`config.mk`:
```
export PLATFORM = sky130hd
export DESIGN_NAME = rc5_biphase_duration_encoder_core
export DESIGN_NICKNAME = d
export VERILOG_FILES = /design/src/hw/rtl/rbe_pkg.sv /design/src/hw/rtl/rc5_biphase_duration_encoder_core.sv /design/src/hw/rtl/rbe_front.sv /design/src/hw/rtl/rbe_queue.sv /design/src/hw/rtl/rbe_back.sv
export SDC_FILE = /design/constraint.sdc
export NUM_CORES = 1
export LEC_CHECK = 0
export BUFFER_PORTS_ARGS = -buffer_cell sky130_fd_sc_hd__buf_4
export CORE_MARGIN = 2
export CORE_UTILIZATION = 44
export CTS_CLUSTER_SIZE = 10
export DETAILED_ROUTE_END_ITERATION = 8
export GPL_TIMING_DRIVEN = 0
export PLACE_DENSITY = 0.59
export SYNTH_ARGS = -nofsm -noshare
export SYNTH_HDL_FRONTEND = slang
export SYNTH_SLANG_ARGS = --single-unit
```
`constraint.sdc`:
```
create_clock -name clk_i -period 3.4 [get_ports clk_i]
set_input_delay 0.17 -clock clk_i [delete_from_list [all_inputs] [get_ports clk_i]]
set_output_delay 0.17 -clock clk_i [all_outputs]
set_load 0.005 [all_outputs]
```
`src/hw/rtl/rbe_pkg.sv`:
```
// Shared types and constants of the biphase duration encoder.
`timescale 1ns / 1ps
package rbe_pkg;

  localparam int unsigned DurW     = 17;
  localparam int unsigned CfgW     = 16;
  localparam int unsigned PosW     = 6;
  localparam int unsigned CfgIdxW  = 2;
  localparam int unsigned InDataW  = 8;
  localparam int unsigned OutDataW = 24;
  localparam int unsigned NumRes   = 3;
  localparam int unsigned ResIdxW  = 2;

  // Register indexes on the configuration port
  localparam logic [CfgIdxW-1:0] RegPulseTime  = 2'd0;
  localparam logic [CfgIdxW-1:0] RegSpaceTime  = 2'd1;
  localparam logic [CfgIdxW-1:0] RegLeadTime   = 2'd2;
  localparam logic [CfgIdxW-1:0] RegTogglePos  = 2'd3;

  localparam logic [CfgW-1:0] PulseTimeRst = 16'd889;
  localparam logic [CfgW-1:0] SpaceTimeRst = 16'd889;
  localparam logic [CfgW-1:0] LeadTimeRst  = 16'd0;
  localparam logic [PosW-1:0] TogglePosRst = 6'd0;

  // Highest position reached; from it the position drops to zero and sticks there
  localparam logic [PosW-1:0] PosMax = 6'd63;

  typedef struct packed {
    logic [CfgW-1:0] pulse_time;
    logic [CfgW-1:0] space_time;
    logic [CfgW-1:0] lead_time;
    logic [PosW-1:0] toggle_position;
  } cfg_t;

  typedef struct packed {
    logic bit_value;
    logic toggle_invert;
    logic first_bit;
    logic last_bit;
  } in_t;

  typedef struct packed {
    logic [DurW-1:0] duration;
    logic            is_pulse;
    logic            frame_end;
  } res_t;

  // One bit's worth of results: slots 0..last_idx are valid, in order
  typedef struct packed {
    res_t [NumRes-1:0]  res;
    logic [ResIdxW-1:0] last_idx;
  } cmd_t;

endpackage

```
`src/hw/rtl/rc5_biphase_duration_encoder_core.sv`:
```
// Top level of the RC5 biphase duration encoder.
`timescale 1ns / 1ps
// Takes one command bit per input transfer and produces the biphase line
// durations of the frame, one duration per output transfer. A one is sent as
// space then pulse, a zero as pulse then space; the second half of each bit is
// held back so equal-level halves of neighbouring bits come out merged. A bit
// flagged first (tuser) restarts the position count and preloads the lead pulse
// if lead_time is non-zero; a bit flagged last (tlast) flushes the held half
// with tlast set on the output. Each bit yields one to three durations.
// Timing: an input transfer is taken in any cycle the two-entry queue has
// room; the output side emits one duration per cycle while m_axis_tready is
// high, the serialiser in the back end being the limit. A bit's first output
// passes the queue entry and the output register. The user must write registers
// through the cfg port only while the block is idle; the block does not enforce it.
module rc5_biphase_duration_encoder_core (
  input  logic        clk_i,
  input  logic        rst_ni,
  // configuration write port
  input  logic        cfg_we_i,
  input  logic [1:0]  cfg_idx_i,
  input  logic [15:0] cfg_data_i,
  // input bits
  input  logic        s_axis_tvalid,
  output logic        s_axis_tready,
  input  logic [7:0]  s_axis_tdata,   // [0] bit_value, [1] toggle_invert, rest zero
  input  logic        s_axis_tuser,   // first_bit
  input  logic        s_axis_tlast,   // last_bit
  // output durations
  output logic        m_axis_tvalid,
  input  logic        m_axis_tready,
  output logic [23:0] m_axis_tdata,   // [16:0] duration, rest zero
  output logic        m_axis_tuser,   // is_pulse
  output logic        m_axis_tlast    // frame_end
);
  import rbe_pkg::*;

  cfg_t cfg_q;
  in_t  in_data;
  cmd_t push_cmd, pop_cmd;
  logic push_valid, q_ready, q_valid, q_pop;
  res_t out_res;

  // configuration registers
  always_ff @(posedge clk_i or negedge rst_ni) begin
    if (!rst_ni) begin
      cfg_q.pulse_time      <= PulseTimeRst;
      cfg_q.space_time      <= SpaceTimeRst;
      cfg_q.lead_time       <= LeadTimeRst;
      cfg_q.toggle_position <= TogglePosRst;
    end else if (cfg_we_i) begin
      case (cfg_idx_i)
        RegPulseTime: cfg_q.pulse_time      <= cfg_data_i;
        RegSpaceTime: cfg_q.space_time      <= cfg_data_i;
        RegLeadTime:  cfg_q.lead_time       <= cfg_data_i;
        RegTogglePos: cfg_q.toggle_position <= cfg_data_i[PosW-1:0];
        default: ;
      endcase
    end
  end

  assign in_data.bit_value     = s_axis_tdata[0];
  assign in_data.toggle_invert = s_axis_tdata[1];
  assign in_data.first_bit     = s_axis_tuser;
  assign in_data.last_bit      = s_axis_tlast;
  assign s_axis_tready         = q_ready;

  rbe_front u_front (
    .clk_i      (clk_i),
    .rst_ni     (rst_ni),
    .cfg_i      (cfg_q),
    .in_valid_i (s_axis_tvalid),
    .in_data_i  (in_data),
    .q_ready_i  (q_ready),
    .q_valid_o  (push_valid),
    .q_cmd_o    (push_cmd)
  );

  rbe_queue u_queue (
    .clk_i      (clk_i),
    .rst_ni     (rst_ni),
    .push_i     (push_valid),
    .push_cmd_i (push_cmd),
    .ready_o    (q_ready),
    .valid_o    (q_valid),
    .pop_cmd_o  (pop_cmd),
    .pop_i      (q_pop)
  );

  rbe_back u_back (
    .clk_i       (clk_i),
    .rst_ni      (rst_ni),
    .q_valid_i   (q_valid),
    .q_cmd_i     (pop_cmd),
    .q_pop_o     (q_pop),
    .out_valid_o (m_axis_tvalid),
    .out_res_o   (out_res),
    .out_ready_i (m_axis_tready)
  );

  assign m_axis_tdata = {{(OutDataW-DurW){1'b0}}, out_res.duration};
  assign m_axis_tuser = out_res.is_pulse;
  assign m_axis_tlast = out_res.frame_end;

endmodule

```
`src/hw/rtl/rbe_front.sv`:
```
// Front end: tracks frame state and turns each bit into its list of durations.
`timescale 1ns / 1ps
module rbe_front (
  input  logic          clk_i,
  input  logic          rst_ni,
  input  rbe_pkg::cfg_t cfg_i,
  input  logic          in_valid_i,
  input  rbe_pkg::in_t  in_data_i,
  input  logic          q_ready_i,
  output logic          q_valid_o,
  output rbe_pkg::cmd_t q_cmd_o
);
  import rbe_pkg::*;

  typedef enum logic [1:0] {
    KindEmpty = 2'd0,
    KindPulse = 2'd1,
    KindSpace = 2'd2
  } kind_e;

  logic [DurW-1:0] held_dur_q, held_dur_d;
  kind_e           held_kind_q, held_kind_d;
  logic [PosW-1:0] bit_pos_q, bit_pos_d;

  logic [DurW-1:0] cur_dur;
  kind_e           cur_kind;
  logic            bit_eff;
  logic            pre_v;
  res_t            pre_res, mid_res, last_res;
  logic [DurW-1:0] new_dur;
  logic [DurW-1:0] pulse_ext, space_ext;
  logic            accept;

  assign accept    = in_valid_i & q_ready_i;
  assign pulse_ext = {1'b0, cfg_i.pulse_time};
  assign space_ext = {1'b0, cfg_i.space_time};

  always_comb begin
    // A first bit drops whatever is held and preloads the lead pulse if lead_time is non-zero
    if (in_data_i.first_bit) begin
      bit_pos_d = 6'd1;
      if (cfg_i.lead_time != '0) begin
        cur_dur  = {1'b0, cfg_i.lead_time};
        cur_kind = KindPulse;
      end else begin
        cur_dur  = '0;
        cur_kind = KindEmpty;
      end
    end else begin
      cur_dur  = held_dur_q;
      cur_kind = held_kind_q;
      if (bit_pos_q == '0 || bit_pos_q >= PosMax) begin
        bit_pos_d = '0;
      end else begin
        bit_pos_d = bit_pos_q + 6'd1;
      end
    end

    bit_eff = in_data_i.bit_value ^ ((cfg_i.toggle_position != '0)
              & (bit_pos_d == cfg_i.toggle_position) & in_data_i.toggle_invert);

    if (bit_eff) begin
      // one: space then pulse; a held space merges with the first half
      pre_v   = (cur_kind == KindPulse);
      pre_res = '{duration: cur_dur, is_pulse: 1'b1, frame_end: 1'b0};
      mid_res = '{duration: (cur_kind == KindSpace) ? cur_dur + space_ext : space_ext,
                  is_pulse: 1'b0, frame_end: 1'b0};
      new_dur = pulse_ext;
    end else begin
      // zero: pulse then space; a held pulse merges with the first half
      pre_v   = (cur_kind == KindSpace);
      pre_res = '{duration: cur_dur, is_pulse: 1'b0, frame_end: 1'b0};
      mid_res = '{duration: (cur_kind == KindPulse) ? cur_dur + pulse_ext : pulse_ext,
                  is_pulse: 1'b1, frame_end: 1'b0};
      new_dur = space_ext;
    end
    last_res = '{duration: new_dur, is_pulse: bit_eff, frame_end: 1'b1};

    if (in_data_i.last_bit) begin
      held_dur_d  = '0;
      held_kind_d = KindEmpty;
    end else begin
      held_dur_d  = new_dur;
      held_kind_d = bit_eff ? KindPulse : KindSpace;
    end

    q_cmd_o.res[0]   = pre_v ? pre_res : mid_res;
    q_cmd_o.res[1]   = pre_v ? mid_res : last_res;
    q_cmd_o.res[2]   = last_res;
    q_cmd_o.last_idx = {1'b0, pre_v} + {1'b0, in_data_i.last_bit};
  end

  assign q_valid_o = in_valid_i;

  always_ff @(posedge clk_i or negedge rst_ni) begin
    if (!rst_ni) begin
      held_dur_q  <= '0;
      held_kind_q <= KindEmpty;
      bit_pos_q   <= '0;
    end else if (accept) begin
      held_dur_q  <= held_dur_d;
      held_kind_q <= held_kind_d;
      bit_pos_q   <= bit_pos_d;
    end
  end

endmodule

```
`src/hw/rtl/rbe_queue.sv`:
```
// Two-entry queue of per-bit result lists between front and back end.
`timescale 1ns / 1ps
module rbe_queue (
  input  logic          clk_i,
  input  logic          rst_ni,
  input  logic          push_i,
  input  rbe_pkg::cmd_t push_cmd_i,
  output logic          ready_o,
  output logic          valid_o,
  output rbe_pkg::cmd_t pop_cmd_o,
  input  logic          pop_i
);
  import rbe_pkg::*;

  cmd_t       mem_q [2];
  logic       wr_ptr_q, rd_ptr_q;
  logic [1:0] count_q;
  logic       do_push, do_pop;

  assign ready_o   = (count_q != 2'd2);
  assign valid_o   = (count_q != 2'd0);
  assign pop_cmd_o = mem_q[rd_ptr_q];
  assign do_push   = push_i & ready_o;
  assign do_pop    = pop_i & valid_o;

  always_ff @(posedge clk_i) begin
    if (do_push) begin
      mem_q[wr_ptr_q] <= push_cmd_i;
    end
  end

  always_ff @(posedge clk_i or negedge rst_ni) begin
    if (!rst_ni) begin
      wr_ptr_q <= 1'b0;
      rd_ptr_q <= 1'b0;
      count_q  <= '0;
    end else begin
      if (do_push) wr_ptr_q <= ~wr_ptr_q;
      if (do_pop)  rd_ptr_q <= ~rd_ptr_q;
      count_q <= count_q + {1'b0, do_push} - {1'b0, do_pop};
    end
  end

endmodule

```
`src/hw/rtl/rbe_back.sv`:
```
// Back end: walks each queued list and drives one duration per transfer.
`timescale 1ns / 1ps
module rbe_back (
  input  logic          clk_i,
  input  logic          rst_ni,
  input  logic          q_valid_i,
  input  rbe_pkg::cmd_t q_cmd_i,
  output logic          q_pop_o,
  output logic          out_valid_o,
  output rbe_pkg::res_t out_res_o,
  input  logic          out_ready_i
);
  import rbe_pkg::*;

  logic [ResIdxW-1:0] idx_q;
  logic               out_valid_q;
  res_t               out_res_q;
  logic               load;

  assign load        = q_valid_i & (~out_valid_q | out_ready_i);
  assign q_pop_o     = load & (idx_q == q_cmd_i.last_idx);
  assign out_valid_o = out_valid_q;
  assign out_res_o   = out_res_q;

  always_ff @(posedge clk_i) begin
    if (load) begin
      out_res_q <= q_cmd_i.res[idx_q];
    end
  end

  always_ff @(posedge clk_i or negedge rst_ni) begin
    if (!rst_ni) begin
      idx_q       <= '0;
      out_valid_q <= 1'b0;
    end else begin
      if (load) begin
        out_valid_q <= 1'b1;
        idx_q       <= q_pop_o ? '0 : idx_q + 2'd1;
      end else if (out_ready_i) begin
        out_valid_q <= 1'b0;
      end
    end
  end

endmodule

```
==> metrics <==
first-pass GRT wire length 40900 µm; most common cell after layout, fill and taps aside edfxtp_1; buffer depth of the longest clock path 3; I/O Buffers 47; FF-to-FF End u_queue.mem_q[1][38]$_DFFE_PP_; grt total ovfl 0; area grow syn2layout 29.7%; vias in the first global route 7133; Reg clk slew, reported paths 0.06 ns; die width 164 µm; pre-CTS setup slack -1.32 ns; Power Dens Cells 803 mW/mm²; detailed-route via count 7723; Pins Over Slew Limit 0; CTS tree yes; DRC Markers 0; CTS Buf Count 25; # diodes 0; detailed placement HPWL 19200 µm; hold_sp s_axis_tlast; post-route antenna net violation count 0; share of cells above drive strength 1 37.4%; synthesized cell area 0.0112 mm²; WHS Endpoint u_queue.mem_q[0][1]$_DFFE_PP_; crit path cell chain nor4_4, a41oi_2, buf_6, buf_4, buf_4, nand2_1, o21ai_2, ha_4, o21ai_1, nand2b_1, o41ai_4, mux2i_1, a211oi_2, a31oi_4, mux2_4; Total Power 11.7 mW; FILL cells 2093; Worst R2R Setup Slack -0.04 ns; root cell of the clock tree clkbuf_16; met3 usage 1.92%; GPL Wtd Cong 0.883; grt peak-use layer met2; GRT Total Usage 20.0%; worst vdd ir 0.000352 V; Startpoint Class flop; detailed-route wire length 27700 µm; critical path's top delay family compound AO/OA/AOI/OAI gates; Mapped Avg Cell Area 12.2 µm²; WL/cell 19.4 µm; pin count of the biggest net entering global routing 86; die area 0.0268 mm²; Worst Setup End Kind flop; Lkg Pwr 5.77 nW; slowest CP cell dfrtp_1; slowest stage delay, CP 0.41 ns; Multi-input gate area 0.00565 mm²; Yosys cell types 67; DR pass1 iterations 4; setup slack after layout -0.0418 ns; met2 Track Usage GR 31.3%; Slew headroom 13.5%; max-cap viol count 0; r2r worst-path depth 15; Hold Path Class primary input to flop; Final Hold Viols 0; r2r startpoint cfg_q[21]$_DFFE_PN0P_; antenna violations before repair 0; crit path buf inv count 3; Vias/cell 5.40; Tmin final 3.44 ns; Seq/Total Area, Yosys 54.1%; kind of critical path flop to flop; H-tree Lvls 1; Core Region 0.0251 mm²; Initial Utilization 44.7%; failing checks setup timing; EDFF count, synth 131; Yosys reg bits 216; CP dominant cell by count buf_4; die extent in y 164 µm; fin crit share 101%; top_reg_cell synth edfxtp_1; WP data arrival 3.69 ns; Hold Crit Depth 2; Final Util 58.0%; Reg area 0.00609 mm²; Final nets 1153; Global Route met1 Usage 29.7%; outcome complete, but fails checks; crit-path max FO 4; Rows 58; final hold slack 0.0338 ns; starting DRC count in detailed routing 543; RSZ-0062 raised after global routing true; clock sinks 216; Yosys warnings 0; IO Pins 61; post-route clock skew 0.00883 ns; post-synthesis cell count 920; worst skew pair latency 0.51 ns; Slew @ Worst Pin 1.29 ns; f_max 291 MHz; most frequent cells in the layout edfxtp_1, buf_4, nand2_1; asr flop ratio synth 39.4%; endpoints failing setup 16; Crit path required time 3.65 ns
## kinds of logic after synthesis
family,count (synthesis),synth area share (%)
muxes,145,15.8
buffers and inverters,101,4.27
adders and majority gates,39,4.48
xor gates and xnor gates,35,2.92
AOI/OAI and AO/OA,186,10.3
DFF,216,54.1
and+or+nand+nor,197,8.10
other,1,0.0334
## worst register-to-register path, stage by stage, from the launching register on
cell	delay [ns]
dfrtp_1	0.41
nor4_4	0.36
a41oi_2	0.23
buf_6	0.19
buf_4	0.13
buf_4	0.14
nand2_1	0.13
o21ai_2	0.15
ha_4	0.33
o21ai_1	0.07
nand2b_1	0.13
o41ai_4	0.11
mux2i_1	0.14
a211oi_2	0.34
a31oi_4	0.06
mux2_4	0.29
## state kept, by name, summed over array words and instances (netlist names)
register,cells
cfg_q,54
u_back.idx_q,2
u_back.out_res_o,19
u_back.out_valid_o,1
u_front.bit_pos_q,6
u_front.held_dur_q,16
u_front.held_kind_q,2
u_queue.count_q,2
u_queue.mem_q,112
u_queue.rd_ptr_q,1
u_queue.wr_ptr_q,1
## metal layers
metal / vias up / wire length [µm]
met2: 177 / 12900
met4: 0 / 657
li1: 3703 / -
met3: 40 / 949
met1: 3803 / 13200
met5: - / 0
## stage by stage
stage               TNS, ns  std cells  area, µm²
floorplan            -20.82        928      11300
global placement    -243.24       1305      12000
detailed placement   -52.76       1308      12100
CTS                  -0.566       1395      13500
global route          -6.37       1429      14600
finish               -0.349       1429      14600
## worst max path at each step
stage	to	start	cells past startpoint	slack [ns]
finish	u_queue.mem_q[1][38]$_DFFE_PP_	cfg_q[21]$_DFFE_PN0P_	15	-0.04
global route	u_queue.mem_q[0][36]$_DFFE_PP_	cfg_q[21]$_DFFE_PN0P_	14	-0.17
CTS	u_queue.mem_q[0][38]$_DFFE_PP_	cfg_q[19]$_DFFE_PN0P_	14	-0.1
detailed placement	u_queue.mem_q[1][20]$_DFFE_PP_	cfg_q[16]$_DFFE_PN0P_	13	-1.32
global placement	u_queue.mem_q[0][37]$_DFFE_PP_	u_queue.count_q[1]$_DFF_PN0_	4	-1.77
floorplan	u_queue.mem_q[0][0]$_DFFE_PP_	u_queue.count_q[1]$_DFF_PN0_	4	-0.19
## synth_stat cells (3+ instances only)
cell type | number | share of area (%)
mux2i_1 | 57 | 5.1
nand3_1 | 7 | 0.31
clkbuf_1 | 21 | 0.70
dfstp_2 | 14 | 3.3
mux4_2 | 18 | 3.6
or3_1 | 6 | 0.33
a211oi_1 | 6 | 0.40
buf_2 | 4 | 0.18
o22ai_1 | 26 | 1.4
buf_6 | 6 | 0.60
ha_1 | 37 | 4.1
nor2b_1 | 4 | 0.22
a21oi_1 | 43 | 1.9
nor2_1 | 49 | 1.6
o21ai_1 | 5 | 0.22
nand2b_1 | 10 | 0.56
and3_1 | 3 | 0.17
mux2_2 | 68 | 6.8
buf_1 | 4 | 0.13
nor3_1 | 5 | 0.22
and2_1 | 3 | 0.17
edfxtp_1 | 131 | 35
nor3b_1 | 4 | 0.27
o21ai_0 | 58 | 2.6
o21a_1 | 3 | 0.20
dfrtp_1 | 71 | 16
buf_4 | 9 | 0.60
o211ai_1 | 5 | 0.33
xor2_1 | 18 | 1.4
nor4_1 | 8 | 0.45
inv_1 | 55 | 1.8
a21o_1 | 11 | 0.74
nand2_1 | 87 | 2.9
xnor2_1 | 15 | 1.2
o31ai_1 | 4 | 0.27
a31oi_1 | 4 | 0.22
o21bai_1 | 4 | 0.27
## final cells by class
type | count | area share, %
multi-input cells | 611 | 38.8
clock inverters | 1 | 0.0344
plain buffers | 44 | 2.19
flip-flops and latches | 216 | 41.8
clock buffers | 44 | 4.79
inverters | 56 | 1.50
repair inverters | 1 | 0.0601
repair buffers | 126 | 7.99
well taps | 330 | 2.84
## power by group
| group | internal, mW | total (mW) | leakage [nW] | switching (mW) |
|---|---|---|---|---|
| Combinational | 2.37 | 5.09 | 3.19 | 2.72 |
| Sequential | 3.84 | 4.25 | 2.24 | 0.414 |
| Clock | 1.37 | 2.35 | 0.334 | 0.983 |
## repair_timing
action | 4_1_cts | 5_1_grt
hold endpoints to repair | 126 | 0
gates resized for setup | 78 | 177
endpoints found under the setup margin | 111 | 103
hold buffers | 18 | 0
setup buffers | 24 | 29
cloned | 1 | 4
pin swaps | 22 | 49
(Power assumes the default switching activity.)
